**src/rtl/glzw_pkg.sv**
```systemverilog
// Shared types and constants for the GIF LZW encoder.
// Holds the controller/datapath command and status structs.
// No dependencies; imported by glzw_ctrl, glzw_dp and the top level.
package glzw_pkg;

    localparam int PIX_W      = 8;
    localparam int ROOT_W     = 4;
    localparam int CW_W       = 4;
    localparam int EPOCH_W    = 4;
    localparam int BUF_W      = 24;
    localparam int CNT_W      = 5;
    localparam int ROOT_MIN   = 2;
    localparam int ROOT_MAX   = 8;
    localparam int ROOT_RESET = 8;
    localparam int REG_ROOT   = 0;

    typedef enum logic [1:0] {
        KIND_ENT = 2'd0,
        KIND_CLR = 2'd1,
        KIND_PFX = 2'd2,
        KIND_END = 2'd3
    } t_kind;

    typedef struct packed {
        logic  take;
        logic  sweep;
        logic  start;
        logic  hash;
        logic  check;
        logic  emit;
        logic  drain;
        logic  upd;
        t_kind kind;
    } t_cmd;

    typedef struct packed {
        logic              need_sweep;
        logic              accepted;
        logic              in_image;
        logic              last;
        logic              hit;
        logic              empty;
        logic              giveup;
        logic              drain_done;
        logic              table_full;
        logic              push;
        logic [CW_W-1:0]   code_width;
    } t_sts;

endpackage

```
**src/rtl/glzw_ctrl.sv**
```systemverilog
// Sequencing state machine of the GIF LZW encoder.
// Depends on glzw_pkg; drives glzw_dp through t_cmd and reads t_sts.
module glzw_ctrl (
    input  logic           i_clk,
    input  logic           i_rst_n,
    input  glzw_pkg::t_sts i_sts,
    output glzw_pkg::t_cmd o_cmd
);
    import glzw_pkg::*;

    typedef enum logic [9:0] {
        ST_IDLE   = 10'b0000000001,
        ST_SWEEP  = 10'b0000000010,
        ST_START  = 10'b0000000100,
        ST_HASH   = 10'b0000001000,
        ST_PROBE  = 10'b0000010000,
        ST_CHECK  = 10'b0000100000,
        ST_EMIT   = 10'b0001000000,
        ST_DRAIN  = 10'b0010000000,
        ST_UPD    = 10'b0100000000,
        ST_FIN    = 10'b1000000000
    } t_state;

    t_state r_state, n_state;
    t_kind  r_kind, n_kind;

    always_comb begin
        n_state = r_state;
        n_kind  = r_kind;
        o_cmd   = '0;
        o_cmd.kind = r_kind;
        case (r_state)
            ST_IDLE: begin
                if (i_sts.need_sweep) begin
                    n_state = ST_SWEEP;
                end else begin
                    o_cmd.take = 1'b1;
                    if (i_sts.accepted) begin
                        n_state = i_sts.in_image ? ST_HASH : ST_START;
                    end
                end
            end
            ST_SWEEP: begin
                o_cmd.sweep = 1'b1;
                if (!i_sts.need_sweep) n_state = ST_IDLE;
            end
            ST_START: begin
                o_cmd.start = 1'b1;
                n_kind  = KIND_CLR;
                n_state = ST_EMIT;
            end
            ST_HASH: begin
                o_cmd.hash = 1'b1;
                n_state = ST_PROBE;
            end
            ST_PROBE: begin
                n_state = ST_CHECK;
            end
            ST_CHECK: begin
                o_cmd.check = 1'b1;
                if (i_sts.hit) begin
                    n_state = ST_FIN;
                end else if (i_sts.empty || i_sts.giveup) begin
                    n_kind  = KIND_ENT;
                    n_state = ST_EMIT;
                end else begin
                    n_state = ST_PROBE;
                end
            end
            ST_EMIT: begin
                o_cmd.emit = 1'b1;
                n_state = ST_DRAIN;
            end
            ST_DRAIN: begin
                o_cmd.drain = 1'b1;
                if (i_sts.drain_done) begin
                    case (r_kind)
                        KIND_ENT: n_state = ST_UPD;
                        KIND_CLR: n_state = ST_FIN;
                        KIND_PFX: begin
                            n_kind  = KIND_END;
                            n_state = ST_EMIT;
                        end
                        default:  n_state = ST_IDLE;
                    endcase
                end
            end
            ST_UPD: begin
                o_cmd.upd = 1'b1;
                if (i_sts.table_full) begin
                    n_kind  = KIND_CLR;
                    n_state = ST_EMIT;
                end else begin
                    n_state = ST_FIN;
                end
            end
            ST_FIN: begin
                if (i_sts.last) begin
                    n_kind  = KIND_PFX;
                    n_state = ST_EMIT;
                end else begin
                    n_state = ST_IDLE;
                end
            end
            default: n_state = ST_IDLE;
        endcase
    end

    always_ff @(posedge i_clk) begin
        if (!i_rst_n) begin
            r_state <= ST_IDLE;
            r_kind  <= KIND_ENT;
        end else begin
            r_state <= n_state;
            r_kind  <= n_kind;
        end
    end
endmodule

```
**config.mk**
```make
export PLATFORM = sky130hd
export DESIGN_NAME = glzw_ctrl
export DESIGN_NICKNAME = d
export VERILOG_FILES = /design/src/rtl/glzw_pkg.sv /design/src/rtl/glzw_ctrl.sv
export SDC_FILE = /design/constraint.sdc
export NUM_CORES = 1
export LEC_CHECK = 0
export BUFFER_PORTS_ARGS = -buffer_cell sky130_fd_sc_hd__buf_2
export CORE_ASPECT_RATIO = 0.8
export CORE_MARGIN = 3
export CORE_UTILIZATION = 48
export CTS_CLUSTER_DIAMETER = 30
export DETAILED_ROUTE_END_ITERATION = 8
export PLACE_DENSITY = 0.76
export SLEW_MARGIN = 40
export SYNTH_ARGS = -nofsm -noshare
export SYNTH_HDL_FRONTEND = slang
export SYNTH_SLANG_ARGS = --single-unit
export TNS_END_PERCENT = 20
```
**constraint.sdc**
```tcl
create_clock -name i_clk -period 5.85 [get_ports i_clk]
set_clock_uncertainty 0.05 [all_clocks]
set_input_delay 0.2925 -clock i_clk [delete_from_list [all_inputs] [get_ports i_clk]]
set_output_delay 0.2925 -clock i_clk [all_outputs]
set_load 0.05 [all_outputs]
```
# Word level (Yosys, flattened, before mapping)
# Index checks and enable logic that the tools add are counted.
# totals
in_bits,16
reg_bits,12
word_cells,54
# classes
mux,27
reduce_logical,5
n_eq_ne,20
# op_table
op,count
$pmux 10 s10,1
$mux 10,6
$pmux 10 s3,1
$mux 7,2
$mux 2,6
$ne 2x2->1 const B,6
$eq 10x1->1 const B,1
$eq 10x10->1 const B,1
$eq 10x2->1 const B,1
$eq 10x3->1 const B,1
$eq 10x4->1 const B,1
$eq 10x5->1 const B,1
$eq 10x6->1 const B,1
$eq 10x7->1 const B,1
$eq 10x8->1 const B,1
$eq 10x9->1 const B,1
$pmux 2 s5,1
$mux 1,9
$reduce_and 7->1,1
$reduce_bool 5->1,1
$mux 4,1
$ne 3x3->1 const B,1
$reduce_and 3->1,1
$eq 2x1->1 const B,1
4 further kinds,4

# Logic depth before layout (Yosys ltp)
# logic_depth
word_depth,4
depth_mapped,7

# Worst setup path after synthesis
# Ideal clock, no wire load.
# synth_path
kind,reg-to-reg
startpoint,reg r_state[4]
endpoint,reg r_state[4]
slack_ns,3.136
period_less_slack_ns,2.714
t_arrival_ns,2.601
n_path_buf,0
setup_time_ns,0.063
stages_incl_launch_ff,6
required_time_ns,5.737
cell_sequence,dfxtp_1 nor4_1 and2_1 nand2_1 nor3b_1 o21a_1
# synth_between
elab_chain_len,3
elab_cells_between_ends,15
classes_between,13 x eq/ne; 1 x mux; 1 x reduce/logical
# synth_lines
element,line_no,text
from (decl),glzw_ctrl.sv:24,"t_state r_state, n_state;"
from (signal assigned),glzw_ctrl.sv:114,r_state <= n_state;
$eq 10x1->1 (tied with other cells),glzw_ctrl.sv:32,case (r_state)
$ne 3x3->1 (no source line) / $ne 2x2->1 (equally long branches),-,
$reduce_and 3->1 (no source line),-,
# Parallel ways exist; a longest one is shown, timed or not.
# A chain may end at the register's enable or synchronous reset.

==> flow_metrics.tcl <==
set metrics [dict create \
    cts.clk_slew.worst_paths_ps 80 \
    cts_tree "yes" \
    grt_start_max_net_pins 11 \
    p_leak_nw 0.415 \
    antenna_found_initial 0 \
    synth_nets 113 \
    finalSetupViolations 0 \
    start_kind "flop" \
    finalCoreUtilization 0.631 \
    fmax_mhz 403 \
    ctsHoldBuffers 0 \
    ys.warnings.count 0 \
    die_height_um 42.2 \
    synth_cells 97 \
    numCtsBuffers 3 \
    ys.flop_type "dfxtp_1" \
    rows 12 \
    seq_area_frac_synth 0.306 \
    fp.dieW_um 51.2 \
    initial_core_util 0.540 \
    slew_viol_final 0 \
    power_density_nw_per_um2 220 \
    antennaDiodeCount 0 \
    path_max_fanout 8 \
    wl_met2_um 902 \
    worstPathArrival_ps 2140 \
    synth_area_leaders "dfxtp_1 31%, nor2_1 8.1%, nor4_1 4.8%" \
    synth_top_area_frac 0.306 \
    synth_seq_cells 12 \
    wl_per_cell_um 14.1 \
    path_class "flop to output pin" \
    slowest_delay_ps 570 \
    clk_path_buf_depth 2 \
    crit_top_cell "or4_4" \
    path_delay_family "simple AND/OR/NAND/NOR gates" \
    portBuffers 20 \
    path_buf_inv 2 \
    core-area_um2 1460 \
    root_buffer "clkbuf_4" \
    fin_nets 132 \
    top_layer "met4" \
    hpwlAfterDp_um 1420 \
    num_io_pins 26 \
    met1_length_um 873 \
    synth_cell_type_count 36 \
    syn_area_per_cell_um2 8.10 \
    finalCritPeriodShare 0.424 \
    drive_gt1_frac 0.296 \
    maxCapViolations 0 \
    cts_setup_buffers 0 \
    drt_iter0_markers 39 \
    irDropWorstVdd_uv 185 \
    place.gp.congestion 0.852 \
    wl_met3_um 140 \
    post-route-min-period_ps 2480 \
    wl_um 1920 \
    routed_via_density 5.84 \
    hold_path.class "input port to flop" \
    first_pass_iters 4 \
    finalPower_mw 0.203 \
    synth-edff-count 0 \
    cp_cell_sequence "or4_4, or4_4, inv_2, buf_2" \
    grt_pass1_vias 720 \
    slew_headroom 0.654 \
    rsz0062_at_grt "no" \
    drc 0 \
    crit_path_end_kind "output pin" \
    fin_setup_tns_ps 0 \
    grt_first_pass_wirelength_um 3310 \
    grt_overflow 0 \
    async_flop_share 0 \
    clock_sinks 12 \
    cts_htree_levels 1 \
    syn-cell-area_um2 786 \
    num_vias 794 \
    die_area_um2 2160 \
    yosys.area.top_type "dfxtp_1" \
    grt_usage 0.196 \
    area_growth_pct 17.0 \
    worst_pin_slew_ps 515 \
    hold_viol_final 0 \
    ant_nets 0 \
    required_ps 5510 \
    post_cts_resized 0 \
    clk_latency_ps 280 \
    outcome "finished clean" \
    slowest_stage "or4_4" \
]
-- worst register-to-register path: stages, from the launching register on --
cell and delay (ps):
dfxtp_1 410, or4_4 580, or4_4 560, and3_4 200, a22o_1 220, nor4b_2 210
-- metal layers --
metal	global-route usage	vias up
met2	0.290	35
li1	-	386
met1	0.280	371
met4	0.0419	0
met3	0.0534	2
met5	0	-
-- layout make-up --
cell class                      count  area, um^2
Tap cell                           21        26.3
Clock buffer                        4        36.3
Multi-Input combinational cell     74         498
Inverter                            5        18.8
Sequential cell                    12         240
Fill cell                         135         537
Timing Repair Buffer               20         100
-- state kept, by name, indices dropped and copies added (netlist names) --
| name | cells |
|---|---|
| r_state | 10 |
| r_kind | 2 |
-- metrics by stage --
step           cells  hold WS [ps]  worst slack [ps]  area (um^2)
6_report         136           132              3370          920
5_1_grt          136           132              3180          920
4_1_cts          136           132              3190          907
3_5_place_dp     132           428              3500          871
3_3_place_gp     132           414              3590          871
2_1_floorplan     97           315              3140          786
-- cell families (layout without fill, tap and decap cells) --
| logic type | Yosys count | after routing | synth area share |
|---|---|---|---|
| AND/OR/NAND/NOR | 57 | 57 | 0.427 |
| AO/OA/AOI/OAI | 11 | 11 | 0.123 |
| multiplexers | 1 | 1 | 0.0127 |
| XOR/XNOR | 5 | 5 | 0.0557 |
| flip-flops | 12 | 12 | 0.306 |
| buffers and inverters | 11 | 29 | 0.0764 |
-- power by group --
part           internal (mW)  switching, mW  leakage, nW  total [mW]
clock                 0.0379         0.0313       0.0210      0.0692
sequential            0.0845        0.00686       0.0972      0.0913
combinational         0.0178         0.0243        0.297      0.0421
total                  0.140         0.0625        0.415       0.203
-- placed cells by master, fill, tap and decap left out, types with 2 or more instances in the layout --
cell	n
nand4_1	3
or4_4	2
buf_2	20
dfxtp_1	12
nor3b_1	3
xor2_1	4
nor4b_2	2
o21a_1	2
nand4b_1	2
clkbuf_4	3
nor3_1	2
nand3_1	3
o22a_1	2
and3_1	2
inv_1	4
nor4_2	2
nand2_1	9
nor4_1	4
nor2_1	17
-- synth_stat cells, types with 2 or more instances --
| master | number |
|---|---|
| nor4_1 | 6 |
| xor2_1 | 4 |
| nand2_1 | 9 |
| clkbuf_1 | 2 |
| and3_1 | 2 |
| buf_6 | 2 |
| nor3b_1 | 3 |
| nor3_1 | 2 |
| nand3_1 | 3 |
| nor4b_2 | 2 |
| inv_1 | 4 |
| or4_4 | 2 |
| o21a_1 | 2 |
| nand4_1 | 3 |
| o22a_1 | 2 |
| nand4b_1 | 2 |
| nor2_1 | 17 |
| dfxtp_1 | 12 |
-- path summary, 6_finish.rpt --
kind                 to  cells past startpoint  slack, ps        from
max            o_cmd[3]                      4       3370  r_state[0]
min          r_state[2]                      2        130   i_sts[11]
max reg2reg  r_state[8]                      5       3540  r_state[0]
min reg2reg   r_kind[1]                      2        460   r_kind[1]
Note: power is estimated with default switching activity, not from simulation.
